$ cat config.mk
export PLATFORM = sky130hd
export DESIGN_NAME = spectrum_band_sum_and_smoothing
export DESIGN_NICKNAME = d
export VERILOG_FILES = /design/src/hw/rtl/sbs_pkg.sv /design/src/hw/rtl/sbs_front.sv /design/src/hw/rtl/sbs_queue.sv /design/src/hw/rtl/sbs_back.sv /design/src/hw/rtl/spectrum_band_sum_and_smoothing.sv
export SDC_FILE = /design/constraint.sdc
export NUM_CORES = 2
export LEC_CHECK = 0
export BUFFER_PORTS_ARGS = -buffer_cell sky130_fd_sc_hd__buf_2
export CAP_MARGIN = 5
export CORE_MARGIN = 5
export CORE_UTILIZATION = 40
export DETAILED_ROUTE_END_ITERATION = 12
export GPL_ROUTABILITY_DRIVEN = 0
export GPL_TIMING_DRIVEN = 0
export SETUP_SLACK_MARGIN = 0.5
export SYNTH_ARGS = -nofsm -noshare
export SYNTH_HDL_FRONTEND = slang
export SYNTH_SLANG_ARGS = --single-unit
$ cat constraint.sdc
create_clock -name i_clk -period 21.6 [get_ports i_clk]
set_input_delay 1.08 -clock i_clk [delete_from_list [all_inputs] [get_ports i_clk]]
set_output_delay 1.08 -clock i_clk [all_outputs]
set_load 0.1 [all_outputs]
$ cat src/hw/rtl/sbs_pkg.sv
// shared types, constants and arithmetic helpers for the spectrum band sum block
package sbs_pkg;

    // frame and band geometry
    localparam int NUM_BINS    = 64;
    localparam int NUM_BANDS   = 6;
    localparam int BIN_W       = $clog2(NUM_BINS);
    localparam int BAND_W      = (NUM_BANDS > 1) ? $clog2(NUM_BANDS) : 1;
    localparam int BYTE_COUNT  = 6;

    // field widths
    localparam int VAL_W       = 8;
    localparam int WGT_W       = 9;
    localparam int WGT_FRAC    = 8;
    localparam int WGT_ONE     = 256;
    localparam int RANGE_W     = 48;
    localparam int SUM_W       = 14;
    localparam int IDX_W       = 6;
    localparam logic [SUM_W-1:0] SUM_MAX = {SUM_W{1'b1}};

    // configuration port
    localparam int CFG_IDX_W   = 2;
    localparam int CFG_DATA_W  = 48;
    localparam logic [VAL_W-1:0]   THRESHOLD_RST = 8'd8;
    localparam logic [WGT_W-1:0]   WEIGHT_RST    = 9'd230;
    localparam logic [RANGE_W-1:0] LOWS_RST      = 48'd36357049484033;
    localparam logic [RANGE_W-1:0] HIGHS_RST     = 48'd69406940464130;

    // stream widths
    localparam int IN_TDATA_W  = 8;
    localparam int OUT_PAD_W   = 6;
    localparam int OUT_TDATA_W = IDX_W + 2 * SUM_W + OUT_PAD_W;

    // work queue between front and back
    localparam int QUEUE_DEPTH = 4;
    localparam int QPTR_W      = $clog2(QUEUE_DEPTH);
    localparam int QCNT_W      = $clog2(QUEUE_DEPTH + 1);

    typedef enum logic [CFG_IDX_W-1:0] {
        CFG_THRESHOLD = 2'd0,
        CFG_WEIGHT    = 2'd1,
        CFG_LOWS      = 2'd2,
        CFG_HIGHS     = 2'd3
    } t_cfg_idx;

    typedef enum logic {
        KIND_BIN  = 1'b0,
        KIND_BAND = 1'b1
    } t_kind;

    // one classified bin waiting for the back end
    typedef struct packed {
        logic [VAL_W-1:0]     value;
        logic [BIN_W-1:0]     bin;
        logic                 last;
        logic [NUM_BANDS-1:0] hits;
    } t_work;

    // one result item
    typedef struct packed {
        t_kind            kind;
        logic [IDX_W-1:0] idx;
        logic [SUM_W-1:0] sum;
        logic [SUM_W-1:0] smooth;
        logic             done;
    } t_result;

    // byte k of a packed band edge word, zero beyond the stored bytes
    function automatic logic [VAL_W-1:0] band_byte(input logic [RANGE_W-1:0] edges,
                                                   input int k);
        logic [RANGE_W-1:0] shifted;
        shifted = edges >> (VAL_W * k);
        if (k >= BYTE_COUNT) begin
            return '0;
        end
        return shifted[VAL_W-1:0];
    endfunction

    // (old*w + x*(1-w)) >> 8 written as (x<<8 + (old-x)*w) >> 8, one multiplier
    function automatic logic [SUM_W-1:0] smooth(input logic [SUM_W-1:0] old_v,
                                                input logic [SUM_W-1:0] new_v,
                                                input logic [WGT_W-1:0] w);
        logic signed [SUM_W:0]               diff;
        logic signed [SUM_W+WGT_W+1:0]       prod;
        logic signed [SUM_W+WGT_W+2:0]       total;
        diff  = $signed({1'b0, old_v}) - $signed({1'b0, new_v});
        prod  = diff * $signed({1'b0, w});
        total = $signed({4'b0, new_v, {WGT_FRAC{1'b0}}}) + $signed({prod[SUM_W+WGT_W+1], prod});
        return total[WGT_FRAC +: SUM_W];
    endfunction

endpackage

$ cat src/hw/rtl/sbs_front.sv
// front end: accepts bins, counts the bin index and works out band membership
module sbs_front (
    input  logic                              i_clk,
    input  logic                              i_rst_n,
    input  logic                              i_vld,
    output logic                              o_rdy,
    input  logic [sbs_pkg::VAL_W-1:0]         i_value,
    input  logic [sbs_pkg::VAL_W-1:0]         i_threshold,
    input  logic [sbs_pkg::RANGE_W-1:0]       i_lows,
    input  logic [sbs_pkg::RANGE_W-1:0]       i_highs,
    input  logic                              i_q_full,
    output logic                              o_push,
    output sbs_pkg::t_work                    o_work
);

    logic [sbs_pkg::BIN_W-1:0]     r_bin_cnt;
    logic [sbs_pkg::BIN_W-1:0]     n_bin_cnt;
    logic                          last_bin;
    logic                          above;
    logic [sbs_pkg::VAL_W-1:0]     bin_byte;
    logic [sbs_pkg::NUM_BANDS-1:0] hits;

    // handshake: take a request whenever the queue has room
    assign o_rdy  = !i_q_full;
    assign o_push = i_vld && !i_q_full;

    // bin counter, wraps at the end of a frame
    assign last_bin  = (r_bin_cnt == sbs_pkg::BIN_W'(sbs_pkg::NUM_BINS - 1));
    assign n_bin_cnt = last_bin ? '0 : r_bin_cnt + 1'b1;

    always_ff @(posedge i_clk) begin
        if (!i_rst_n) begin
            r_bin_cnt <= '0;
        end else if (o_push) begin
            r_bin_cnt <= n_bin_cnt;
        end
    end

    // band membership, already gated by the threshold
    assign bin_byte = sbs_pkg::VAL_W'(r_bin_cnt);
    assign above    = (i_value > i_threshold);

    always_comb begin
        for (int k = 0; k < sbs_pkg::NUM_BANDS; k++) begin
            hits[k] = above
                   && (bin_byte >= sbs_pkg::band_byte(i_lows, k))
                   && (bin_byte <= sbs_pkg::band_byte(i_highs, k));
        end
    end

    // work item for the back end
    always_comb begin
        o_work.value = i_value;
        o_work.bin   = r_bin_cnt;
        o_work.last  = last_bin;
        o_work.hits  = hits;
    end

endmodule

$ cat src/hw/rtl/sbs_queue.sv
// short work queue that decouples the front end from the back end
module sbs_queue (
    input  logic           i_clk,
    input  logic           i_rst_n,
    input  logic           i_push,
    input  sbs_pkg::t_work i_work,
    output logic           o_full,
    output logic           o_vld,
    output sbs_pkg::t_work o_work,
    input  logic           i_pop
);

    sbs_pkg::t_work               r_q [sbs_pkg::QUEUE_DEPTH];
    logic [sbs_pkg::QPTR_W-1:0]   r_wr;
    logic [sbs_pkg::QPTR_W-1:0]   r_rd;
    logic [sbs_pkg::QCNT_W-1:0]   r_cnt;
    logic                         do_pop;

    assign o_full = (r_cnt == sbs_pkg::QCNT_W'(sbs_pkg::QUEUE_DEPTH));
    assign o_vld  = (r_cnt != '0);
    assign o_work = r_q[r_rd];
    assign do_pop = i_pop && o_vld;

    // storage
    always_ff @(posedge i_clk) begin
        if (i_push) begin
            r_q[r_wr] <= i_work;
        end
    end

    // pointers and fill count
    always_ff @(posedge i_clk) begin
        if (!i_rst_n) begin
            r_wr  <= '0;
            r_rd  <= '0;
            r_cnt <= '0;
        end else begin
            if (i_push) begin
                r_wr <= r_wr + 1'b1;
            end
            if (do_pop) begin
                r_rd <= r_rd + 1'b1;
            end
            if (i_push && !do_pop) begin
                r_cnt <= r_cnt + 1'b1;
            end else if (do_pop && !i_push) begin
                r_cnt <= r_cnt - 1'b1;
            end
        end
    end

endmodule

$ cat src/hw/rtl/sbs_back.sv
// back end: bin average memory, band sums, band burst sequencer and result register
module sbs_back (
    input  logic                      i_clk,
    input  logic                      i_rst_n,
    input  logic                      i_q_vld,
    input  sbs_pkg::t_work            i_q_work,
    output logic                      o_q_pop,
    input  logic [sbs_pkg::WGT_W-1:0] i_weight,
    output logic                      o_res_vld,
    output sbs_pkg::t_result          o_res,
    input  logic                      i_res_rdy
);

    // bin average memory with one valid bit per entry
    logic [sbs_pkg::VAL_W-1:0]     r_mem [sbs_pkg::NUM_BINS];
    logic [sbs_pkg::NUM_BINS-1:0]  r_mem_vld;
    logic [sbs_pkg::VAL_W-1:0]     r_rd_data;
    logic                          r_rd_hit;

    // item being executed
    logic                          r_a_vld;
    sbs_pkg::t_work                r_a;

    // band state and burst sequencer
    logic [sbs_pkg::SUM_W-1:0]     r_sum  [sbs_pkg::NUM_BANDS];
    logic [sbs_pkg::SUM_W-1:0]     r_bavg [sbs_pkg::NUM_BANDS];
    logic [sbs_pkg::SUM_W-1:0]     n_sum  [sbs_pkg::NUM_BANDS];
    logic                          r_band_active;
    logic [sbs_pkg::BAND_W-1:0]    r_band_k;
    logic                          band_last;

    // result register
    logic                          r_o_vld;
    sbs_pkg::t_result              r_o;
    sbs_pkg::t_result              n_o;

    logic                          out_free;
    logic                          band_fire;
    logic                          a_consume;
    logic                          a_load;
    logic [sbs_pkg::WGT_W-1:0]     w_sat;
    logic [sbs_pkg::VAL_W-1:0]     old_bin;
    logic [sbs_pkg::SUM_W-1:0]     sm_old;
    logic [sbs_pkg::SUM_W-1:0]     sm_new;
    logic [sbs_pkg::SUM_W-1:0]     sm;

    // flow control
    assign out_free  = !r_o_vld || i_res_rdy;
    assign band_fire = r_band_active && out_free;
    assign a_consume = !r_band_active && r_a_vld && out_free;
    assign a_load    = i_q_vld && (!r_a_vld || a_consume);
    assign o_q_pop   = a_load;
    assign band_last = (r_band_k == sbs_pkg::BAND_W'(sbs_pkg::NUM_BANDS - 1));

    // weight saturated to one
    assign w_sat = (i_weight > sbs_pkg::WGT_W'(sbs_pkg::WGT_ONE))
                 ? sbs_pkg::WGT_W'(sbs_pkg::WGT_ONE) : i_weight;

    // shared smoothing unit, band burst has priority
    assign old_bin = r_rd_hit ? r_rd_data : '0;
    assign sm_old  = r_band_active ? r_bavg[r_band_k] : sbs_pkg::SUM_W'(old_bin);
    assign sm_new  = r_band_active ? r_sum[r_band_k]  : sbs_pkg::SUM_W'(r_a.value);
    assign sm      = sbs_pkg::smooth(sm_old, sm_new, w_sat);

    // execution slot
    always_ff @(posedge i_clk) begin
        if (!i_rst_n) begin
            r_a_vld <= 1'b0;
        end else if (a_load) begin
            r_a_vld <= 1'b1;
        end else if (a_consume) begin
            r_a_vld <= 1'b0;
        end
    end

    always_ff @(posedge i_clk) begin
        if (a_load) begin
            r_a <= i_q_work;
        end
    end

    // bin average memory: read as an item enters, write back as it leaves
    always_ff @(posedge i_clk) begin
        if (a_consume) begin
            r_mem[r_a.bin] <= sm[sbs_pkg::VAL_W-1:0];
        end
        if (a_load) begin
            r_rd_data <= r_mem[i_q_work.bin];
            r_rd_hit  <= r_mem_vld[i_q_work.bin];
        end
    end

    always_ff @(posedge i_clk) begin
        if (!i_rst_n) begin
            r_mem_vld <= '0;
        end else if (a_consume) begin
            r_mem_vld[r_a.bin] <= 1'b1;
        end
    end

    // saturating band sum update
    always_comb begin
        for (int k = 0; k < sbs_pkg::NUM_BANDS; k++) begin
            if ({1'b0, r_sum[k]} + (sbs_pkg::SUM_W + 1)'(r_a.value)
                    > {1'b0, sbs_pkg::SUM_MAX}) begin
                n_sum[k] = sbs_pkg::SUM_MAX;
            end else begin
                n_sum[k] = r_sum[k] + sbs_pkg::SUM_W'(r_a.value);
            end
        end
    end

    always_ff @(posedge i_clk) begin
        if (!i_rst_n) begin
            for (int k = 0; k < sbs_pkg::NUM_BANDS; k++) begin
                r_sum[k]  <= '0;
                r_bavg[k] <= '0;
            end
        end else if (band_fire) begin
            r_sum[r_band_k]  <= '0;
            r_bavg[r_band_k] <= sm;
        end else if (a_consume) begin
            for (int k = 0; k < sbs_pkg::NUM_BANDS; k++) begin
                if (r_a.hits[k]) begin
                    r_sum[k] <= n_sum[k];
                end
            end
        end
    end

    // band burst after the last bin of a frame
    always_ff @(posedge i_clk) begin
        if (!i_rst_n) begin
            r_band_active <= 1'b0;
            r_band_k      <= '0;
        end else if (a_consume && r_a.last) begin
            r_band_active <= 1'b1;
            r_band_k      <= '0;
        end else if (band_fire) begin
            if (band_last) begin
                r_band_active <= 1'b0;
            end else begin
                r_band_k <= r_band_k + 1'b1;
            end
        end
    end

    // next result
    always_comb begin
        if (r_band_active) begin
            n_o.kind   = sbs_pkg::KIND_BAND;
            n_o.idx    = sbs_pkg::IDX_W'(r_band_k);
            n_o.sum    = r_sum[r_band_k];
            n_o.smooth = sm;
            n_o.done   = band_last;
        end else begin
            n_o.kind   = sbs_pkg::KIND_BIN;
            n_o.idx    = sbs_pkg::IDX_W'(r_a.bin);
            n_o.sum    = '0;
            n_o.smooth = sbs_pkg::SUM_W'(sm[sbs_pkg::VAL_W-1:0]);
            n_o.done   = 1'b0;
        end
    end

    // result register
    always_ff @(posedge i_clk) begin
        if (!i_rst_n) begin
            r_o_vld <= 1'b0;
        end else if (band_fire || a_consume) begin
            r_o_vld <= 1'b1;
        end else if (i_res_rdy) begin
            r_o_vld <= 1'b0;
        end
    end

    always_ff @(posedge i_clk) begin
        if (band_fire || a_consume) begin
            r_o <= n_o;
        end
    end

    assign o_res_vld = r_o_vld;
    assign o_res     = r_o;

`ifndef ASSERT_OFF
    // end of frame is only ever flagged on a band result
    a_done_on_band: assert property (@(posedge i_clk) disable iff (!i_rst_n)
        (r_o_vld && r_o.done) |-> (r_o.kind == sbs_pkg::KIND_BAND))
        else $error("frame end flagged on a bin result");

    // the last bin of a frame always starts a band burst from band zero
    a_burst_start: assert property (@(posedge i_clk) disable iff (!i_rst_n)
        (a_consume && r_a.last) |=> (r_band_active && (r_band_k == '0)))
        else $error("band burst did not start after the last bin");

    // the burst counter stays inside the band range
    a_burst_range: assert property (@(posedge i_clk) disable iff (!i_rst_n)
        r_band_active |-> (r_band_k <= sbs_pkg::BAND_W'(sbs_pkg::NUM_BANDS - 1)))
        else $error("band counter out of range");

    // the burst ends right after the last band
    a_burst_end: assert property (@(posedge i_clk) disable iff (!i_rst_n)
        (band_fire && band_last) |=> !r_band_active)
        else $error("band burst did not end after the last band");
`endif

endmodule

$ cat src/hw/rtl/spectrum_band_sum_and_smoothing.sv
// top level: configuration registers, stream ports and the front, queue and back ends
//
// Takes one 8-bit spectrum bin per cycle and returns, for each bin, its
// updated exponential average; after the last of the NUM_BINS bins of a frame
// it also returns one result per band (NUM_BANDS of them) with the frame's
// thresholded band sum and the band's updated average, the last of these with
// tlast set. Input requests are taken one per cycle while the four-entry work
// queue has room; results leave at most one per cycle from the output
// register. The single shared smoothing multiplier serves both bin and band
// results. A result passes from the work queue through the execution slot and
// the result register after its bin is taken. Bin averages live in a memory
// whose entries read as zero until first written; no start-up sweep is needed.
// Configuration writes take effect at once and are meant for idle periods.
module spectrum_band_sum_and_smoothing (
    input  logic                              i_clk,
    input  logic                              i_rst_n,
    // configuration write port
    input  logic                              i_cfg_we,
    input  logic [sbs_pkg::CFG_IDX_W-1:0]     i_cfg_idx,
    input  logic [sbs_pkg::CFG_DATA_W-1:0]    i_cfg_data,
    // bin input: tdata [7:0] bin_value
    input  logic                              s_axis_tvalid,
    output logic                              s_axis_tready,
    input  logic [sbs_pkg::IN_TDATA_W-1:0]    s_axis_tdata,
    // results: tdata [5:0] result_index, [19:6] band_sum, [33:20] smoothed_value, [39:34] zero
    output logic                              m_axis_tvalid,
    input  logic                              m_axis_tready,
    output logic [sbs_pkg::OUT_TDATA_W-1:0]   m_axis_tdata,
    // tuser [0] result_kind
    output logic [0:0]                        m_axis_tuser,
    // tlast frame_done
    output logic                              m_axis_tlast
);

    logic [sbs_pkg::VAL_W-1:0]   r_threshold;
    logic [sbs_pkg::WGT_W-1:0]   r_weight;
    logic [sbs_pkg::RANGE_W-1:0] r_lows;
    logic [sbs_pkg::RANGE_W-1:0] r_highs;

    logic                        push;
    logic                        q_full;
    logic                        q_vld;
    logic                        q_pop;
    sbs_pkg::t_work              push_work;
    sbs_pkg::t_work              q_work;
    sbs_pkg::t_result            res;

    // configuration registers
    always_ff @(posedge i_clk) begin
        if (!i_rst_n) begin
            r_threshold <= sbs_pkg::THRESHOLD_RST;
            r_weight    <= sbs_pkg::WEIGHT_RST;
            r_lows      <= sbs_pkg::LOWS_RST;
            r_highs     <= sbs_pkg::HIGHS_RST;
        end else if (i_cfg_we) begin
            unique case (sbs_pkg::t_cfg_idx'(i_cfg_idx))
                sbs_pkg::CFG_THRESHOLD: r_threshold <= i_cfg_data[sbs_pkg::VAL_W-1:0];
                sbs_pkg::CFG_WEIGHT:    r_weight    <= i_cfg_data[sbs_pkg::WGT_W-1:0];
                sbs_pkg::CFG_LOWS:      r_lows      <= i_cfg_data[sbs_pkg::RANGE_W-1:0];
                sbs_pkg::CFG_HIGHS:     r_highs     <= i_cfg_data[sbs_pkg::RANGE_W-1:0];
                default: begin
                end
            endcase
        end
    end

    // front end
    sbs_front u_front (
        .i_clk       (i_clk),
        .i_rst_n     (i_rst_n),
        .i_vld       (s_axis_tvalid),
        .o_rdy       (s_axis_tready),
        .i_value     (s_axis_tdata[sbs_pkg::VAL_W-1:0]),
        .i_threshold (r_threshold),
        .i_lows      (r_lows),
        .i_highs     (r_highs),
        .i_q_full    (q_full),
        .o_push      (push),
        .o_work      (push_work)
    );

    // work queue
    sbs_queue u_queue (
        .i_clk   (i_clk),
        .i_rst_n (i_rst_n),
        .i_push  (push),
        .i_work  (push_work),
        .o_full  (q_full),
        .o_vld   (q_vld),
        .o_work  (q_work),
        .i_pop   (q_pop)
    );

    // back end
    sbs_back u_back (
        .i_clk     (i_clk),
        .i_rst_n   (i_rst_n),
        .i_q_vld   (q_vld),
        .i_q_work  (q_work),
        .o_q_pop   (q_pop),
        .i_weight  (r_weight),
        .o_res_vld (m_axis_tvalid),
        .o_res     (res),
        .i_res_rdy (m_axis_tready)
    );

    // result packing
    assign m_axis_tdata = {{sbs_pkg::OUT_PAD_W{1'b0}}, res.smooth, res.sum, res.idx};
    assign m_axis_tuser = res.kind;
    assign m_axis_tlast = res.done;

endmodule
==> run_results.csv <==
group,metric,value,unit
status,run_status,"finished clean",
floorplanning,initial_utilization,40.29,%
floorplanning,fp.coreArea,0.1277,mm2
hold_path,hold_depth,1,
timing,max_slew.worst_pin.slew,1281,ps
global_route,grt_util_all_layers,19.28,%
synth,ys_types,79,
global_route,grt_antenna_before_repair,6,
finish,num-nets-final,4632,
critical_path,cpPeakStageDelay,680,ps
timing,fin_setup_tns,0,ps
timing,fin_worst_skew,58.37,ps
placement,portBuffers,99,
timing,timing_max_transition_violations_final,0,
critical_path,cp-end-kind,"register",
cts,cts_setup_buffers,0,
global_route,grt_first_pass_wirelength,200.7,mm
synth,synth_flop_cell,"sky130_fd_sc_hd__edfxtp_1",
cts,cts.root.buffer_cell,"sky130_fd_sc_hd__clkbuf_16",
cts,cts.path.max_buffers,3,
cts,cts_hold_buf,0,
cts,clk_pin_slew,60,ps
placement,placed_cells_incl_taps,5792,
critical_path,criticalPathCategory,"reg -> reg",
route,drt_iter0_markers,2782,
finish,area_growth,12.89,%
critical_path,crit_slowest_cell,"sky130_fd_sc_hd__clkbuf_1",
timing,minimum_period_implied_by_the_final_worst_setup_slack,11000,ps
timing,finalHoldViolCount,0,
synth,syn_area_per_cell,12.82,um2
critical_path,worstPathMaxFanout,41,
global_route,first_global_vias,32310,
cts,htreeDepth,3,
cts,insertion_delay,710,ps
floorplanning,floorplan.rows,131,
synth,synth_seq_cells,1059,
floorplanning,die_w,368.6,um
synth,synth_sequential_area_ratio,56.28,%
cts,numClockSinks,1059,
cts,post_cts_resize_count,0,
route,postRouteAntennaNets,0,
cts,tritoncts,"yes",
placement,place_hpwl,94.96,mm
route,detailroute.via_count,32470,
global_route,grt_max_degree,53,
finish,layout-drive-gt1-share,13.24,%
route,drt-vias-per-instance,5.405,
critical_path,crit_top_cell,"sky130_fd_sc_hd__fa_1",
synth,asyncSetResetFlopFracSynth,0,%
synth,number_of_enable_flip_flop_cells_after_synthesis,774,
hold_path,min_path_type,"reg -> reg",
critical_path,critical_path_buf_inv_count,8,
route,drt_first_pass_iters,8,
floorplanning,boundaryPins,107,
timing,layout_worst_path_cycle_share,50.92,%
critical_path,worstPathRequired,22000,ps
floorplanning,die_height,368.6,um
synth,post_synth_inst_count,4013,
run,drv_cap,0,
finish,final_cells,6008,
cts,cts_made_buffers,113,
timing,timing.slew.headroom,14.57,%
timing,clock.fmax,0.09091,GHz
synth,synth.top_cells.by_area,"sky130_fd_sc_hd__edfxtp_1, sky130_fd_sc_hd__dfxtp_1, sky130_fd_sc_hd__mux4_2",
critical_path,worst_r2r_path_depth,31,
route,routed_wirelength,132.0,mm
critical_path,cp_top_family,"adder cells",
timing,hold_ws,459.8,ps
synth,mappedNetlistArea,0.05144,mm2
route,detail_route.drc_violations,0,
critical_path,logic_depth_of_the_worst_path_buffers_included,31,
synth,fraction_of_post_synthesis_cell_area_in_the_top_cell_type_by_area,45.18,%
critical_path,cp_data_arrival_time,11400,ps
global_route,globalRoute.totalOverflow,0,
synth,largest_area_contributor_in_the_netlist,"sky130_fd_sc_hd__edfxtp_1",
floorplanning,fp.dieArea,0.1359,mm2
critical_path,critical_path.startpoint_type,"register",
timing,finalSetupViolations,0,
route,wl_per_cell,21.97,um
finish,mostFrequentLayoutCells,"sky130_fd_sc_hd__edfxtp_1, sky130_fd_sc_hd__nand2_1, sky130_fd_sc_hd__nor2_1",
timing,grt_setup_unrepaired,"no",
finish,most_common_cell_after_layout_fill_and_taps_aside,"sky130_fd_sc_hd__edfxtp_1",
synth,synthesis.yosys.warnings,0,
per-stage QoR:
step           utilization (%)  cell area [um2]  setup slack (ps)
3_3_place_gp             42.32            54030              9703
6_report                 45.48            58070             10600
2_1_floorplan                -            51460             12630
5_1_grt                  45.48            58070              9971
3_5_place_dp             42.52            54290             10640
4_1_cts                  45.47            58060             10570
final cells by class:
| cell class | instances | area (um2) |
|---|---|---|
| repair buffers | 113 | 735.7 |
| multi-input cells | 2489 | 20540 |
| well taps | 1662 | 2079 |
| flip-flops and latches | 1059 | 28950 |
| plain buffers | 192 | 954.7 |
| diodes | 3 | 7.507 |
| clock buffers | 172 | 3284 |
| inverters | 278 | 1044 |
| fillers | 11460 | 69620 |
| clock inverters | 40 | 478.0 |
flip-flops by register name (all words and copies together) (netlist names), 2 cells and up, named ones only:
name / flops
r_highs: 48
r_lows: 48
r_threshold: 8
r_weight: 9
u_back.o_res: 36
u_back.r_a: 21
u_back.r_band_k: 3
u_back.r_bavg: 112
u_back.r_mem: 512
u_back.r_mem_vld: 64
u_back.r_rd_data: 8
u_back.r_sum: 84
u_front.r_bin_cnt: 6
u_queue.r_cnt: 3
u_queue.r_q: 84
u_queue.r_rd: 2
u_queue.r_wr: 2
logic make-up after synthesis:
group / Yosys count / synth area share, %
buffers and inverters: 470 / 3.885
AO/OA/AOI/OAI: 664 / 8.664
adder cells (fa/ha/maj): 323 / 9.652
multiplexers: 286 / 10.32
XOR/XNOR: 81 / 1.406
flip-flops: 1059 / 56.28
other: 1 / 0.007290
AND/OR/NAND/NOR: 1129 / 9.793
Yosys cell counts, drive strengths merged (25+ instances only):
master / instances
edfxtp: 774
nand2: 458
nor2: 312
dfxtp: 285
inv: 277
ha: 200
mux4: 191
a21oi: 154
clkbuf: 124
fa: 123
o21ai: 112
nor2b: 103
a21boi: 96
o21a: 84
mux2i: 82
buf: 68
a211oi: 64
nand3: 58
xnor2: 58
nor3: 46
and2: 44
nand2b: 40
a21o: 31
and3: 25
o211ai: 25
worst register-to-register path: cells and delay by family, from the launching register on:
| family | cells | cell delay, ps |
|---|---|---|
| adder cells (fa/ha/maj) | 8 | 3610 |
| AO/OA/AOI/OAI | 7 | 2240 |
| buffers and inverters | 8 | 2000 |
| XOR/XNOR | 2 | 1020 |
| AND/OR/NAND/NOR | 4 | 740 |
| multiplexers | 2 | 730 |
| flip-flops | 1 | 300 |
final timing paths:
kind	start	endpoint	slack, ps
worst min-delay path	u_back.r_mem_vld[18]	u_back.r_mem_vld[18]	460
worst max register to register	register	u_back.r_mem[18][7]	10600
worst max-delay path	register	u_back.r_mem[18][7]	10600
worst min register to register	u_back.r_mem_vld[18]	u_back.r_mem_vld[18]	460
metal layers:
metal / wire, um / track usage [%]
met5: 12 / 0
met4: 3315 / 5.171
met3: 9603 / 3.416
met2: 61890 / 31.45
met1: 57170 / 26.78
Power is not shown: default switching activity piles up to over one toggle a cycle in this logic, so the estimate is an artifact.
